## src/rtl/core/bas_pkg.sv

```systemverilog
// shared types, constants and helpers of the ballistic aim solver
package bas_pkg;

  // fixed point format and register reset (9.8 rounded to nearest)
  localparam int unsigned FRAC_BITS     = 16;
  localparam int unsigned GRAVITY_RESET = ((49 << FRAC_BITS) + 2) / 5;

  // chain lengths and normalised width
  localparam int unsigned SQRT_CELLS = 64;
  localparam int unsigned DIV_CELLS  = 31;
  localparam int unsigned NORM_BITS  = 62;

  // request and result payloads
  typedef struct packed {
    logic signed [31:0] start_x;
    logic signed [31:0] start_y;
    logic signed [31:0] start_z;
    logic signed [31:0] target_x;
    logic signed [31:0] target_y;
    logic signed [31:0] target_z;
    logic        [30:0] launch_speed;
  } in_req_t;

  typedef struct packed {
    logic signed [31:0] vel_x;
    logic signed [31:0] vel_y;
    logic signed [31:0] vel_z;
    logic               reachable;
  } out_rsp_t;

  // one square root digit lane
  typedef struct packed {
    logic [127:0] n;
    logic [65:0]  rem;
    logic [63:0]  root;
  } sqrt_lane_t;

  // sideband travelling with a square root lane
  typedef struct packed {
    logic        v;
    logic        ok;
    logic        negx;
    logic        negy;
    logic        negz;
    logic [30:0] s;
    logic [63:0] a;
    logic [63:0] b;
    logic [63:0] c;
  } side_t;

  // one divider lane
  typedef struct packed {
    logic [63:0] rem;
    logic [30:0] nlo;
    logic [30:0] q;
  } div_lane_t;

  // divider cell contents: x, y and z lanes share the divisor
  typedef struct packed {
    logic                v;
    logic                ok;
    logic                negx;
    logic                negy;
    logic                negz;
    logic [63:0]         d;
    div_lane_t [2:0]     lane;
  } div_t;

  // position of the leading one plus one, zero for zero
  function automatic logic [6:0] bitlen64(input logic [63:0] v);
    logic [6:0] n;
    n = '0;
    for (int i = 0; i < 64; i++) begin
      if (v[i]) n = 7'(i + 1);
    end
    return n;
  endfunction

endpackage

```

## src/rtl/core/bas_div_cell.sv

```systemverilog
// one quotient bit of three restoring divisions sharing a divisor
module bas_div_cell (
  input  logic          clk_i,
  input  logic          rst_ni,
  input  logic          en_i,
  input  bas_pkg::div_t div_i,
  output bas_pkg::div_t div_o
);

  bas_pkg::div_t div_d, div_q;
  logic          v_q;
  logic [64:0]   t   [3];
  logic [64:0]   dif [3];
  logic          ge  [3];

  // shift in the next numerator bit and subtract where it fits
  always_comb begin
    div_d = div_i;
    for (int k = 0; k < 3; k++) begin
      t[k]   = {div_i.lane[k].rem, div_i.lane[k].nlo[30]};
      dif[k] = t[k] - {1'b0, div_i.d};
      ge[k]  = (t[k] >= {1'b0, div_i.d});
      div_d.lane[k].rem = ge[k] ? dif[k][63:0] : t[k][63:0];
      div_d.lane[k].nlo = {div_i.lane[k].nlo[29:0], 1'b0};
      div_d.lane[k].q   = {div_i.lane[k].q[29:0], ge[k]};
    end
  end

  // valid flag
  always_ff @(posedge clk_i or negedge rst_ni) begin
    if (!rst_ni) begin
      v_q <= 1'b0;
    end else if (en_i) begin
      v_q <= div_i.v;
    end
  end

  // payload
  always_ff @(posedge clk_i) begin
    if (en_i) begin
      div_q <= div_d;
    end
  end

  always_comb begin
    div_o   = div_q;
    div_o.v = v_q;
  end

endmodule

```

## config.mk

```make
export PLATFORM = sky130hd
export DESIGN_NAME = bas_div_cell
export DESIGN_NICKNAME = d
export VERILOG_FILES = /design/src/rtl/core/bas_pkg.sv /design/src/rtl/core/bas_div_cell.sv
export SDC_FILE = /design/constraint.sdc
export NUM_CORES = 1
export LEC_CHECK = 0
export BUFFER_PORTS_ARGS = -buffer_cell sky130_fd_sc_hd__buf_2
export CAP_MARGIN = 20
export CORE_AREA = 10 10 342 344
export DETAILED_ROUTE_END_ITERATION = 8
export DIE_AREA = 0 0 352 354
export GPL_ROUTABILITY_DRIVEN = 0
export GPL_TIMING_DRIVEN = 0
export PLACE_DENSITY = 0.56
export SYNTH_ARGS = -nofsm -noshare
export SYNTH_HDL_FRONTEND = slang
export SYNTH_SLANG_ARGS = --single-unit
```

## constraint.sdc

```tcl
create_clock -name clk_i -period 2.1 [get_ports clk_i]
set_input_delay 0.525 -clock clk_i [delete_from_list [all_inputs] [get_ports clk_i]]
set_output_delay 0.525 -clock clk_i [all_outputs]
set_load 0.05 [all_outputs]
```

==> results.sh <==
export IMPL_met3_length_mm=13.3
export IMPL_grt_overflow=0
export IMPL_cts_tree="built"
export IMPL_place_inst=5023
export IMPL_drc=0
export IMPL_h_tree_depth=2
export IMPL_synth_top_family_by_area="compound AO/OA/AOI/OAI gates"
export IMPL_start_kind="input port"
export IMPL_yosys_area_share_xor_xnor=0.0563
export IMPL_finalCritPeriodShare=1.63
export IMPL_antenna_found_initial=63
export IMPL_vias_per_cell=4.89
export IMPL_clockBufferDepth=3
export IMPL_clk_latency_ns=0.66
export IMPL_rsz0062_at_grt="true"
export IMPL_netlist_top_cells_area="edfxtp_1 (49%), ha_1 (8.8%), a21oi_1 (5.9%)"
export IMPL_synth_edf_count=443
export IMPL_synthAdderAreaFrac=0.0905
export IMPL_end_kind="flip-flop"
export IMPL_grt_max_degree=119
export IMPL_clock_skew_ns=0
export IMPL_finalPower_mw=35.0
export IMPL_wl_per_cell_um=27.4
export IMPL_worstSetupPathType="input port to flip-flop"
export IMPL_dr_pass1_iters=7
export IMPL_finalNonFillerCells=5437
export IMPL_maxSlewHeadroom=0.507
export IMPL_yosys_area_top_type_share=0.489
export IMPL_p_leak_nw=17.4
export IMPL_synthDistinctLibCells=79
export IMPL_timing_rr_end="v_q"
export IMPL_final_util=0.380
export IMPL_drive_gt1_frac=0.393
export IMPL_r2r_start="v_q"
export IMPL_cts_sinks=444
export IMPL_netlist_area_um2=27200
export IMPL_cp_max_fo=5
export IMPL_ys_flop_type="edfxtp_1"
export IMPL_finalMaxSlewViolations=0
export IMPL_synthSimpleGateAreaFrac=0.123
export IMPL_cp_startpoint="div_i[379]"
export IMPL_netlist_top_cell_by_area="edfxtp_1"
export IMPL_grt_pass1_vias=26700
export IMPL_syn2layout_area_growth_pct=53.7
export IMPL_ys_warn_count=0
export IMPL_yosysSeqAreaShare=0.490
export IMPL_start_util=0.247
export IMPL_portBuffers=890
export IMPL_ant_nets=0
export IMPL_holdWs_ns=0.0523
export IMPL_setup_violations=196
export IMPL_drv_cap=0
export IMPL_dieArea_um2=125000
export IMPL_routed_wl_met2_mm=77.7
export IMPL_routed_wl_mm=149
export IMPL_cts_root_buf="clkbuf_16"
export IMPL_cts_buffers=60
export IMPL_required_ns=2.51
export IMPL_synth_seq_cells=444
export IMPL_outcome="finished with violations"
export IMPL_r2r_setup_slack_ns=1.36
export IMPL_layout_common_cells="buf_2 (876), edfxtp_1 (443), a21oi_1 (271)"
export IMPL_synthMuxAreaShare=0.0144
export IMPL_p_per_area_nw_per_um2=837
export IMPL_io_pins=897
export IMPL_vdd_drop_max_mv=0.625
export IMPL_vias=26600
export IMPL_highest_signal_layer="met5"
export IMPL_n_fill_cell=11000
export IMPL_die_x_um=352
export IMPL_clock_fmax_mhz=292
export IMPL_async_flop_share=0.00225
export IMPL_rows=122
export IMPL_cp_depth=16
export IMPL_endpoint="div_o[94]"
export IMPL_grt_pass1_wl_mm=202
export IMPL_worstMarginPinSlew_ns=0.740
export IMPL_core_area_um2=110000
export IMPL_synth_compound_area_share=0.189
export IMPL_reg2reg_depth=1
export IMPL_syn_area_per_cell_um2=10.3
export IMPL_wl_met1_mm=51.9
export IMPL_path_delay_family="compound AO/OA/AOI/OAI gates"
export IMPL_final_common_cell="buf_2"
export IMPL_syn_inst=2638
export IMPL_critical_path_max_stage_delay_ns=0.49
export IMPL_cp_common_cell="buf_12"
export IMPL_path_clk_slew_ns=0.05
export IMPL_drtIter0Drc=2030
export IMPL_path_buf_inv=6
export IMPL_finalHoldViolations=0
export IMPL_critPathSlowestCell="o31ai_4"
export IMPL_dp_hpwl_mm=121
export IMPL_worstPathCellList="buf_12 > inv_8 > ha_4 > nor2b_4 > o31a_4 > o31ai_4 > a21oi_4 > nor3_4 > buf_12 > o41ai_4 > a211o_1 > a41oi_4 > buf_12 > buf_12 > clkinv_8 > mux2_4"
export IMPL_violations="setup timing"
export IMPL_final_setup_worst_slack_ns=-1.33
export IMPL_fp_dieH_um=354
export IMPL_crit_arrival_ns=3.84
export IMPL_track_usage=0.225
export IMPL_fin_nets=4532
export IMPL_hp_class="input port to flip-flop"
export IMPL_layout_min_cycle_time_ns=3.43
-- power by group --
group / total [mW] / switching, mW / internal, mW
Clock: 10.9 / 4.41 / 6.47
Combinational: 12.8 / 8.73 / 4.06
Sequential: 11.3 / 0.296 / 11.0
Total: 35.0 / 13.4 / 21.6
-- metrics by stage --
step	TNS, ns	cell area, um^2	setup WS, ns
2_1_floorplan	-174.84	28700	-1.21
3_3_place_gp	-3639.31	35000	-7.53
3_5_place_dp	-649.72	35100	-3.79
4_1_cts	-230.10	40100	-1.46
5_1_grt	-227.90	41800	-1.39
6_report	-211.59	41800	-1.33
-- how the worst min path moves through the flow --
stage	depth (start not counted)	slack [ns]	to	startpoint
2_1_floorplan	0	0.23	v_q	rst_ni
3_3_place_gp	1	0.30	v_q	rst_ni
3_5_place_dp	1	0.30	v_q	rst_ni
4_1_cts	1	0.00007	div_o[388]	div_i[388]
5_1_grt	1	0.01	div_o[379]	div_i[379]
6_report	1	0.05	div_o[428]	div_i[428]
-- final cells by class --
type / count / area (um^2) / area share
multi-input cells: 1957 / 15100 / 0.360
flip-flops and latches: 444 / 13300 / 0.319
repair buffers: 1203 / 7760 / 0.186
well taps: 1488 / 1860 / 0.0445
clock buffers: 67 / 1530 / 0.0365
plain buffers: 110 / 1090 / 0.0261
inverters: 111 / 627 / 0.0150
clock inverters: 42 / 526 / 0.0126
diodes: 15 / 37.5 / 0.000898
-- sequential cells by signal (all words and copies together) (netlist names) --
signal,cells
div_o,443
v_q,1
-- Yosys cell counts (all sizes together) (50+ instances only) --
| library cell | instances |
|---|---|
| edfxtp | 443 |
| a21oi | 323 |
| nand2 | 219 |
| nor2 | 215 |
| ha | 192 |
| o21ai | 186 |
| a21o | 117 |
| inv | 111 |
| xnor2 | 93 |
| xor2 | 82 |
| clkbuf | 69 |
| nand4 | 65 |
| buf | 59 |
| nand3 | 50 |
-- what timing repair did --
action,4_1_cts,5_1_grt
cloned,0,4
resized for setup,150,270
setup endpoints to repair,196,264
setup buffers,22,83
hold endpoints to repair,199,1
hold buffers,199,1
pin swaps,33,104
-- per-layer routing --
metal  global-route usage  vias to the layer above
met2                0.421                     1001
met1                0.231                    12900
met3               0.0790                      276
li1                     -                    12400
met5                    0                        -
met4               0.0751                       68
-- cell families after synthesis --
group | count (synthesis)
and+or+nand+nor | 714
adders and majority gates | 195
muxes | 35
other | 1
AOI/OAI and AO/OA | 835
DFF | 444
buffers and inverters | 239
xor gates and xnor gates | 175
No activity file was read; power rests on OpenSTA's default activity.
