===== src/rtl/core/bas_pkg.sv =====
// shared types, constants and helpers of the ballistic aim solver
package bas_pkg;

  // fixed point format and register reset (9.8 rounded to nearest)
  localparam int unsigned FRAC_BITS     = 16;
  localparam int unsigned GRAVITY_RESET = ((49 << FRAC_BITS) + 2) / 5;

  // chain lengths and normalised width
  localparam int unsigned SQRT_CELLS = 64;
  localparam int unsigned DIV_CELLS  = 31;
  localparam int unsigned NORM_BITS  = 62;

  // request and result payloads
  typedef struct packed {
    logic signed [31:0] start_x;
    logic signed [31:0] start_y;
    logic signed [31:0] start_z;
    logic signed [31:0] target_x;
    logic signed [31:0] target_y;
    logic signed [31:0] target_z;
    logic        [30:0] launch_speed;
  } in_req_t;

  typedef struct packed {
    logic signed [31:0] vel_x;
    logic signed [31:0] vel_y;
    logic signed [31:0] vel_z;
    logic               reachable;
  } out_rsp_t;

  // one square root digit lane
  typedef struct packed {
    logic [127:0] n;
    logic [65:0]  rem;
    logic [63:0]  root;
  } sqrt_lane_t;

  // sideband travelling with a square root lane
  typedef struct packed {
    logic        v;
    logic        ok;
    logic        negx;
    logic        negy;
    logic        negz;
    logic [30:0] s;
    logic [63:0] a;
    logic [63:0] b;
    logic [63:0] c;
  } side_t;

  // one divider lane
  typedef struct packed {
    logic [63:0] rem;
    logic [30:0] nlo;
    logic [30:0] q;
  } div_lane_t;

  // divider cell contents: x, y and z lanes share the divisor
  typedef struct packed {
    logic                v;
    logic                ok;
    logic                negx;
    logic                negy;
    logic                negz;
    logic [63:0]         d;
    div_lane_t [2:0]     lane;
  } div_t;

  // position of the leading one plus one, zero for zero
  function automatic logic [6:0] bitlen64(input logic [63:0] v);
    logic [6:0] n;
    n = '0;
    for (int i = 0; i < 64; i++) begin
      if (v[i]) n = 7'(i + 1);
    end
    return n;
  endfunction

endpackage


===== src/rtl/core/bas_sqrt_cell.sv =====
// one digit of a pipelined integer square root, two radicand bits per cell
module bas_sqrt_cell (
  input  logic                clk_i,
  input  logic                rst_ni,
  input  logic                en_i,
  input  bas_pkg::sqrt_lane_t lane_i,
  input  bas_pkg::side_t      side_i,
  output bas_pkg::sqrt_lane_t lane_o,
  output bas_pkg::side_t      side_o
);

  bas_pkg::sqrt_lane_t lane_d, lane_q;
  bas_pkg::side_t      side_q;
  logic                v_q;
  logic [67:0]         shl, trial, diff;
  logic                ge;

  // bring down two bits and try the next root digit
  always_comb begin
    shl         = {lane_i.rem, lane_i.n[127:126]};
    trial       = {2'b00, lane_i.root, 2'b01};
    diff        = shl - trial;
    ge          = (shl >= trial);
    lane_d.n    = {lane_i.n[125:0], 2'b00};
    lane_d.rem  = ge ? diff[65:0] : shl[65:0];
    lane_d.root = {lane_i.root[62:0], ge};
  end

  // valid flag
  always_ff @(posedge clk_i or negedge rst_ni) begin
    if (!rst_ni) begin
      v_q <= 1'b0;
    end else if (en_i) begin
      v_q <= side_i.v;
    end
  end

  // payload
  always_ff @(posedge clk_i) begin
    if (en_i) begin
      lane_q <= lane_d;
      side_q <= side_i;
    end
  end

  always_comb begin
    side_o   = side_q;
    side_o.v = v_q;
  end
  assign lane_o = lane_q;

endmodule


===== config.mk =====
export PLATFORM = sky130hd
export DESIGN_NAME = bas_sqrt_cell
export DESIGN_NICKNAME = d
export VERILOG_FILES = /design/src/rtl/core/bas_pkg.sv /design/src/rtl/core/bas_sqrt_cell.sv
export SDC_FILE = /design/constraint.sdc
export NUM_CORES = 1
export LEC_CHECK = 0
export ABC_AREA = 1
export ABC_CLOCK_PERIOD_IN_PS = 1050
export BUFFER_PORTS_ARGS = -buffer_cell sky130_fd_sc_hd__buf_2
export CELL_PAD_IN_SITES_DETAIL_PLACEMENT = 1
export CELL_PAD_IN_SITES_GLOBAL_PLACEMENT = 1
export CORE_AREA = 2 2 378 380
export CTS_CLUSTER_SIZE = 40
export DETAILED_ROUTE_END_ITERATION = 16
export DIE_AREA = 0 0 380 382
export PLACE_DENSITY = 0.47
export SKIP_LAST_GASP = 1
export SLEW_MARGIN = 20
export SYNTH_ARGS = -nofsm -noshare
export SYNTH_HDL_FRONTEND = slang
export SYNTH_SLANG_ARGS = --single-unit
export TNS_END_PERCENT = 50

===== constraint.sdc =====
create_clock -name clk_i -period 1.05 [get_ports clk_i]
set_clock_uncertainty 0.1 [all_clocks]
set_input_delay 0.21 -clock clk_i [delete_from_list [all_inputs] [get_ports clk_i]]
set_output_delay 0.21 -clock clk_i [all_outputs]
set_load 0.02 [all_outputs]

==> metrics.log, run 1 <==
INFO  metric die-width = ~380 um
INFO  metric postSynth.asyncResetShare = 0.00207
INFO  metric num_io_pins = 975
INFO  metric grtUsageTotal = 0.211
INFO  metric layout-drive-gt1-share = 0.468
INFO  metric synth.largest_area_cell = edfxtp_1
INFO  metric initial_core_util = 0.152
INFO  metric buffer_ports.inserted = a little under 1000
INFO  metric synth_seq_area_share = 0.677
INFO  metric design_area = 41400 um2
INFO  metric slew_viol_final = 0
INFO  metric finalSetupViolations = between 1000 and 1500
INFO  metric cts-root-to-sink-buffers = 3
INFO  metric summed_instance_area_of_the_synthesized_netlist = between 20000 and 25000 um2
INFO  metric fmax = 0.535 GHz
INFO  metric endpoint_kind = register
INFO  metric multi_input_comb_area = 7370 um2
INFO  metric ys.warnings.count = 0
INFO  metric violations = negative setup slack
INFO  metric die_area = about 150000 um2
INFO  metric final_hold_viol_count = 0
INFO  metric globalplace.congestion = around 0.96
INFO  metric ys_types = 31
INFO  metric synth_enable_flop_cells = roughly 480
INFO  metric synth_top_cells_by_area = edfxtp_1 68%, nand2_1 12%, inv_1 5.4%
INFO  metric area.growth.synth_to_final = 93.0%
INFO  metric tritoncts = done
INFO  metric totalWireLength = roughly 160000 um
INFO  metric post_dp_cell_area = approximately 33000 um2
INFO  metric seq_area = 14500 um2
INFO  metric cts.reportedPaths.clkPinSlew = 0.06 ns
INFO  metric antenna_violations_before_repair = between 80 and 90
INFO  metric power_share_of_the_clock_group = 0.375
INFO  metric ant_nets = 0
INFO  metric seqPwrFrac = 0.373
INFO  metric vias_per_cell = around 3.8
INFO  metric unrepaired_setup_endpoints_after_global_routing = true
INFO  metric finish.cell_count_without_fillers = between 5000 and 6000
INFO  metric post-synth-top-count-cell = nand2_1
INFO  metric tritoncts_num_sinks = a little under 500
INFO  metric critical-path-slowest-cell = ha_4
INFO  metric core_area = 141000 um2
INFO  metric final.period_utilization = 1.78
INFO  metric via_count = about 22000
INFO  metric intPower = 43.9 mW
INFO  metric critical_path.cell_chain = buf_2, inv_2, ha_4, buf_4, nand2_4, inv_2, nand2_4, nor2_4, nand2_4, nor2_4, nand3_4, a21oi_4, nor2_4, nand2_4, buf_12, buf_12, clkbuf_16, nand3_2, nand2_1
INFO  metric fin_util = 0.294
INFO  metric crit_type = in2reg
INFO  metric switching_share = 0.315
INFO  metric number_of_global_route_vias_before_repair = 23800
INFO  metric period_needed = about 1.9 ns
INFO  metric outcome = complete, but fails checks
INFO  metric kind_of_start_point_of_the_critical_path = input port
INFO  metric grt_pass1_wl = approximately 210000 um
INFO  metric synth_area_per_cell = ~11 um2
INFO  metric ys_ff_latch = approximately 480
INFO  metric detailed_place_hpwl = between 100000 and 150000 um
INFO  metric grt-ovfl-total = 0
INFO  metric worst_path_most_repeated_cell = nand2_4
INFO  metric cap_violations = 0
INFO  metric postSynthCellCount = between 1500 and 2000
INFO  metric final_net_count = between 4000 and 5000
INFO  metric clock-root-buffer = clkbuf_16
INFO  metric dp_worst_setup_slack = -1.89 ns
INFO  metric insertion_delay = 0.66 ns
INFO  metric timing.critical_path.required = roughly 1.5 ns
INFO  metric grt_max_degree = 32
INFO  metric filler_cell_count = between 15000 and 20000
INFO  metric power.static_leakage = 19.0 nW
INFO  metric slew_headroom = 0.601
INFO  metric drt_pre_antenna_iters = 4
INFO  metric post-synth-top-area-fraction = 0.676
INFO  metric drc_errors = 0
INFO  metric detailed_router_s_first_iteration_violation_count = ~1300
INFO  metric synth_commonest_cells = 674 x nand2_1, 483 x edfxtp_1, 311 x inv_1, 101 x nor2_1, 83 x nand3_1
INFO  metric worst_pin_slew = about 0.6 ns
INFO  metric total_cts_buffers = 67
INFO  metric crit_fanout = 6
INFO  metric worst_hold_slack = around 0.037 ns
INFO  metric layout_setup_ws = -0.818 ns
INFO  metric timing.hold.worst.class = in2reg
INFO  metric combinationalPowerShare = 0.252
INFO  metric rows = 138
INFO  metric top_flip_flop_cell_by_instance_count_after_synthesis = edfxtp_1
INFO  metric dp_cells = around 5200
INFO  metric crit_path_max_incr_delay = around 0.27 ns
INFO  metric h_tree_levels = 3
INFO  metric max-vdd-ir-drop = between 1 and 1.5 mV
INFO  metric wl_per_cell = between 20 and 30 um
INFO  metric netSwitchingPower = between 20 and 25 mW
INFO  metric arrival_time_of_data_at_the_critical_path_endpoint = roughly 2.3 ns
INFO  metric power_density = ~1500 nW/um2
INFO  metric floorplan.die.height = about 380 um
## what timing repair did
| action | in CTS | in global routing |
|---|---|---|
| setup endpoints to repair | 551 | 990 |
| pin swaps | 24 | 59 |
| setup buffers | 12 | 18 |
| gates cloned | 3 | 1 |
| resized for setup | 128 | 221 |
| hold buffers | 486 | 3 |
| hold endpoints to repair | 532 | 3 |
## metal layers
metal | global-route usage | vias to the layer above | wire length [um] | share of wire
li1 | - | 10400 | - | -
met1 | 0.235 | 10900 | 58200 | 0.37
met2 | 0.342 | 865 | 72100 | 0.46
met3 | 0.129 | 212 | 22700 | 0.15
met4 | 0.0470 | 40 | 3520 | 0.022
met5 | 0 | - | 264 | 0.0017
## cells in the final DEF, fill, tap and decap left out, types with 11 or more instances in the layout
cell and instances:
a21oi_4 14, o21ai_0 17, diode_2 31, buf_2 947, xor2_1 30, nor3_1 11, buf_4 388, clkbuf_1 17
buf_12 41, nor2_2 18, inv_2 71, nor2_1 73, nand3_1 63, a21oi_1 52, nand2_2 90, clkbuf_16 69
inv_1 257, ha_4 62, nor2_4 17, nand2_4 35, dlygate4sd3_1 489, nand2_1 557, nand3_2 15, edfxtp_1 483
a21oi_2 17, nand4_1 18, nand3b_1 13
## sequential cells by signal, summed over array words and instances, names as in the netlist
signal  count
lane_o    256
side_o    227
v_q         1
## critical path, delay by kind of cell
| family | cells | cell delay, ns |
|---|---|---|
| simple gates | 10 | 0.92 |
| buf+inv | 7 | 0.74 |
| fa+ha+maj | 1 | 0.27 |
| compound gates | 1 | 0.15 |
## layout make-up
type,instances,share of cell area
diodes,31,0.00187
clock buffers,88,0.0436
clock inverters,35,0.0111
inverters,338,0.0315
multi-input cells,1150,0.178
flip-flops and latches,484,0.351
well taps,1890,0.0571
repair buffers,1875,0.326
## final timing paths
path	from	depth (start not counted)	end	slack, ns
worst min-delay path	lane_i[98]	5	lane_o[100]	0.04
max in group asynchronous	rst_ni	3	v_q	0.43
worst max-delay path	lane_i[30]	19	lane_o[113]	-0.82
worst max register to register	v_q	1	v_q	0.18
min in group asynchronous	rst_ni	3	v_q	0.32
worst min register to register	v_q	1	v_q	0.45
## power by group through the flow
stage / Sequential [mW] / Combinational [mW] / Clock, mW
5_1_grt: 24.1 / 17.4 / 25.5
2_1_floorplan: 26.4 / 3.36 / 0
6_report: 24.0 / 16.2 / 24.0
3_5_place_dp: 24.3 / 13.6 / 0
3_3_place_gp: 24.3 / 13.6 / 0
4_1_cts: 24.0 / 15.8 / 24.9
## metrics by stage
step	TNS, ns	power (mW)
after CTS	-440.29	64.7
after global placement	-177.91	37.9
final	-411.41	64.2
after floorplan	-67.33	29.8
after global routing	-456.00	67.0
after detailed placement	-178.10	37.9
## logic make-up (layout without fill, tap and decap cells)
kind of cell               count (synthesis)  after routing  share of synthesized area
buffers and inverters                    355           2336                     0.0657
and+or+nand+nor                          926            926                      0.174
AOI/OAI and AO/OA                        122            122                     0.0301
other                                      1             33                   0.000175
adders and majority gates                 66             66                     0.0385
DFF                                      484            484                      0.677
muxes                                      1              1                   0.000525
xor gates and xnor gates                  33             33                     0.0135
Power figures use the tool's default switching activity.
==> run 2, diff against run 1 <==
- MAX_ROUTING_LAYER: unset -> met4
==> run 2 against run 1 <==
  * The run still ends with negative setup slack left
  * Count of clock-buffer cells in the layout fell by 11
  * Global-route usage grew 1.0 points
  * Core utilization rose by 1.9 points
  * Routed wire length up 3.0%
  * Register-to-register slack is essentially flat
  * Critical path depth fell by 1
  * Flip-flop and latch count unchanged
==> metrics.log, run 2 (synthesized netlist as in run 1, its figures left out) <==
INFO  metric outcome = complete, but fails checks
INFO  metric violations = negative setup slack
INFO  metric initial_core_util = 0.152
INFO  metric drt_pre_antenna_iters = 5
INFO  metric period_needed = a little under 2 ns
INFO  metric number_of_global_route_vias_before_repair = 24200
INFO  metric critical_path.startpoint = lane_i[51]
INFO  metric grt-ovfl-total = 0
INFO  metric endpoint_kind = register
INFO  metric setup.reg_to_reg.worst_slack = ~0.18 ns
INFO  metric total_cts_buffers = 66
INFO  metric timing.reg2reg.worst_path_depth = 1
INFO  metric floorplan.die.height = around 380 um
INFO  metric cts-root-to-sink-buffers = 3
INFO  metric crit_fanout = 7
INFO  metric cap_violations = 0
INFO  metric seq_area = 14500 um2
INFO  metric insertion_delay = between 0.6 and 0.7 ns
INFO  metric clock-root-buffer = clkbuf_16
INFO  metric filler_cell_count = 16000
INFO  metric max-vdd-ir-drop = 1.06 mV
INFO  metric mostFrequentLayoutCells = 640 x buf_2, 514 x nand2_1, 492 x dlygate4sd3_1
INFO  metric area.growth.synth_to_final = 105%
INFO  metric crit_path_max_incr_delay = between 0.2 and 0.3 ns
INFO  metric critical_path.cell_chain = buf_8, inv_4, ha_4, buf_6, nand2_4, inv_4, nand2_4, nor2_4, nand2_2, nor2_4, nand3_4, a21oi_4, nor2_4, nand2_8, clkinv_16, clkbuf_16, nand2_2, nand2_1
INFO  metric wl_per_cell = ~27 um
INFO  metric multi_input_comb_area = between 7000 and 8000 um2
INFO  metric detailed_place_hpwl = 131000 um
INFO  metric die-width = approximately 380 um
INFO  metric grtUsageTotal = 0.221
INFO  metric worst_path_most_repeated_cell = nor2_4
INFO  metric totalWireLength = roughly 160000 um
INFO  metric finalSetupViolations = between 700 and 800
INFO  metric vias_per_cell = roughly 3.8
INFO  metric antenna_violations_before_repair = between 80 and 90
INFO  metric final_net_count = 4535
INFO  metric rows = ~140
INFO  metric via_count = between 20000 and 25000
INFO  metric detailed_router_s_first_iteration_violation_count = 1185
INFO  metric fmax = slightly above 0.5 GHz
INFO  metric critical-path-slowest-cell = ha_4
INFO  metric kind_of_start_point_of_the_critical_path = input port
INFO  metric largest_register_ff_count = 256
INFO  metric grt_max_degree = 36
INFO  metric tritoncts = done
INFO  metric layout_setup_ws = -0.875 ns
INFO  metric layout-drive-gt1-share = 0.487
INFO  metric cts.reportedPaths.clkPinSlew = 0.06 ns
INFO  metric timing.hold.worst.class = in2reg
INFO  metric buffer_ports.inserted = between 900 and 1000
INFO  metric critical_path.endpoint = lane_o[72]
INFO  metric globalplace.congestion = roughly 0.96
INFO  metric finish.cell_count_without_fillers = ~6000
INFO  metric drc_errors = 0
INFO  metric h_tree_levels = 3
INFO  metric r2r-end = v_q
INFO  metric power.static_leakage = ~20 nW
INFO  metric ant_nets = 0
INFO  metric timing.critical_path.required = ~1.3 ns
INFO  metric dp_cells = ~5200
INFO  metric die_area = 145000 um2
INFO  metric power_density = between 1000 and 1500 nW/um2
INFO  metric slew_viol_final = 0
INFO  metric unrepaired_setup_endpoints_after_global_routing = true
INFO  metric final.period_utilization = 1.83
INFO  metric worst_r2r_startpoint = v_q
INFO  metric num_io_pins = between 900 and 1000
INFO  metric grt_pass1_wl = approximately 210000 um
INFO  metric arrival_time_of_data_at_the_critical_path_endpoint = roughly 2.2 ns
INFO  metric core_area = between 100000 and 150000 um2
INFO  metric crit_type = in2reg
INFO  metric final_hold_viol_count = 0
INFO  metric most_common_cell_after_layout_fill_and_taps_aside = buf_2
INFO  metric worst_hold_slack = roughly 0.052 ns
INFO  metric tritoncts_num_sinks = 484
[run 2: area by class of cell]
type                    count  area share
repair buffers           1939       0.364
inverters                 338      0.0308
clock inverters            36     0.00880
clock buffers              77      0.0389
diodes                     37     0.00210
multi-input cells        1150       0.172
well taps                1890      0.0537
repair inverters            1    0.000256
flip-flops and latches    484       0.330
[run 2: repair_timing]
action                                  4_1_cts  5_1_grt
endpoints found under the setup margin      551      736
gates resized for setup                     329      860
buffers inserted                             64       12
hold endpoints to repair                    515        1
gates cloned                                  7        4
pin swaps                                    65       42
hold buffers                                491        1
[run 2: worst min-delay path by stage]
stage,from,endpoint,slack (ns),cells after the start
5_1_grt,en_i,side_o[96],0.04,3
3_3_place_gp,rst_ni,v_q,-0.11,1
6_report,en_i,side_o[214],0.05,3
3_5_place_dp,rst_ni,v_q,-0.11,1
2_1_floorplan,rst_ni,v_q,-0.19,0
4_1_cts,lane_i[87],lane_o[89],-0.33,3
[run 2: layer usage]
metal | track usage | vias up | wire length (um)
li1 | - | 10600 | -
met1 | 0.239 | 11100 | 59600
met2 | 0.351 | 825 | 74600
met3 | 0.125 | 205 | 22400
met4 | 0.0509 | 0 | 4940
met5 | - | - | 0
[run 2: where the power goes]
part           internal, mW  switching, mW  leakage [nW]
combinational          8.04           9.89          14.3
clock                  13.2           9.63          1.02
sequential             23.3          0.911          4.74
[run 2: critical path: cells and delay by family]
family / cells / cell delay [ns]
buffers and inverters: 6 / 0.56
adder cells (fa/ha/maj): 1 / 0.28
AO/OA/AOI/OAI: 1 / 0.18
AND/OR/NAND/NOR: 10 / 0.94
[run 2: through the flow]
step	total power, mW	area, um2	utilization	TNS (ns)	worst slack, ns
2_1_floorplan	29.8	22300	-	-67.33	-1.04
3_3_place_gp	38.0	32800	0.233	-182.58	-1.97
3_5_place_dp	38.0	32800	0.233	-184.13	-1.94
4_1_cts	64.3	41600	0.295	-356.96	-0.789
5_1_grt	67.8	44000	0.312	-369.80	-0.962
6_report	65.1	44100	0.313	-327.04	-0.875
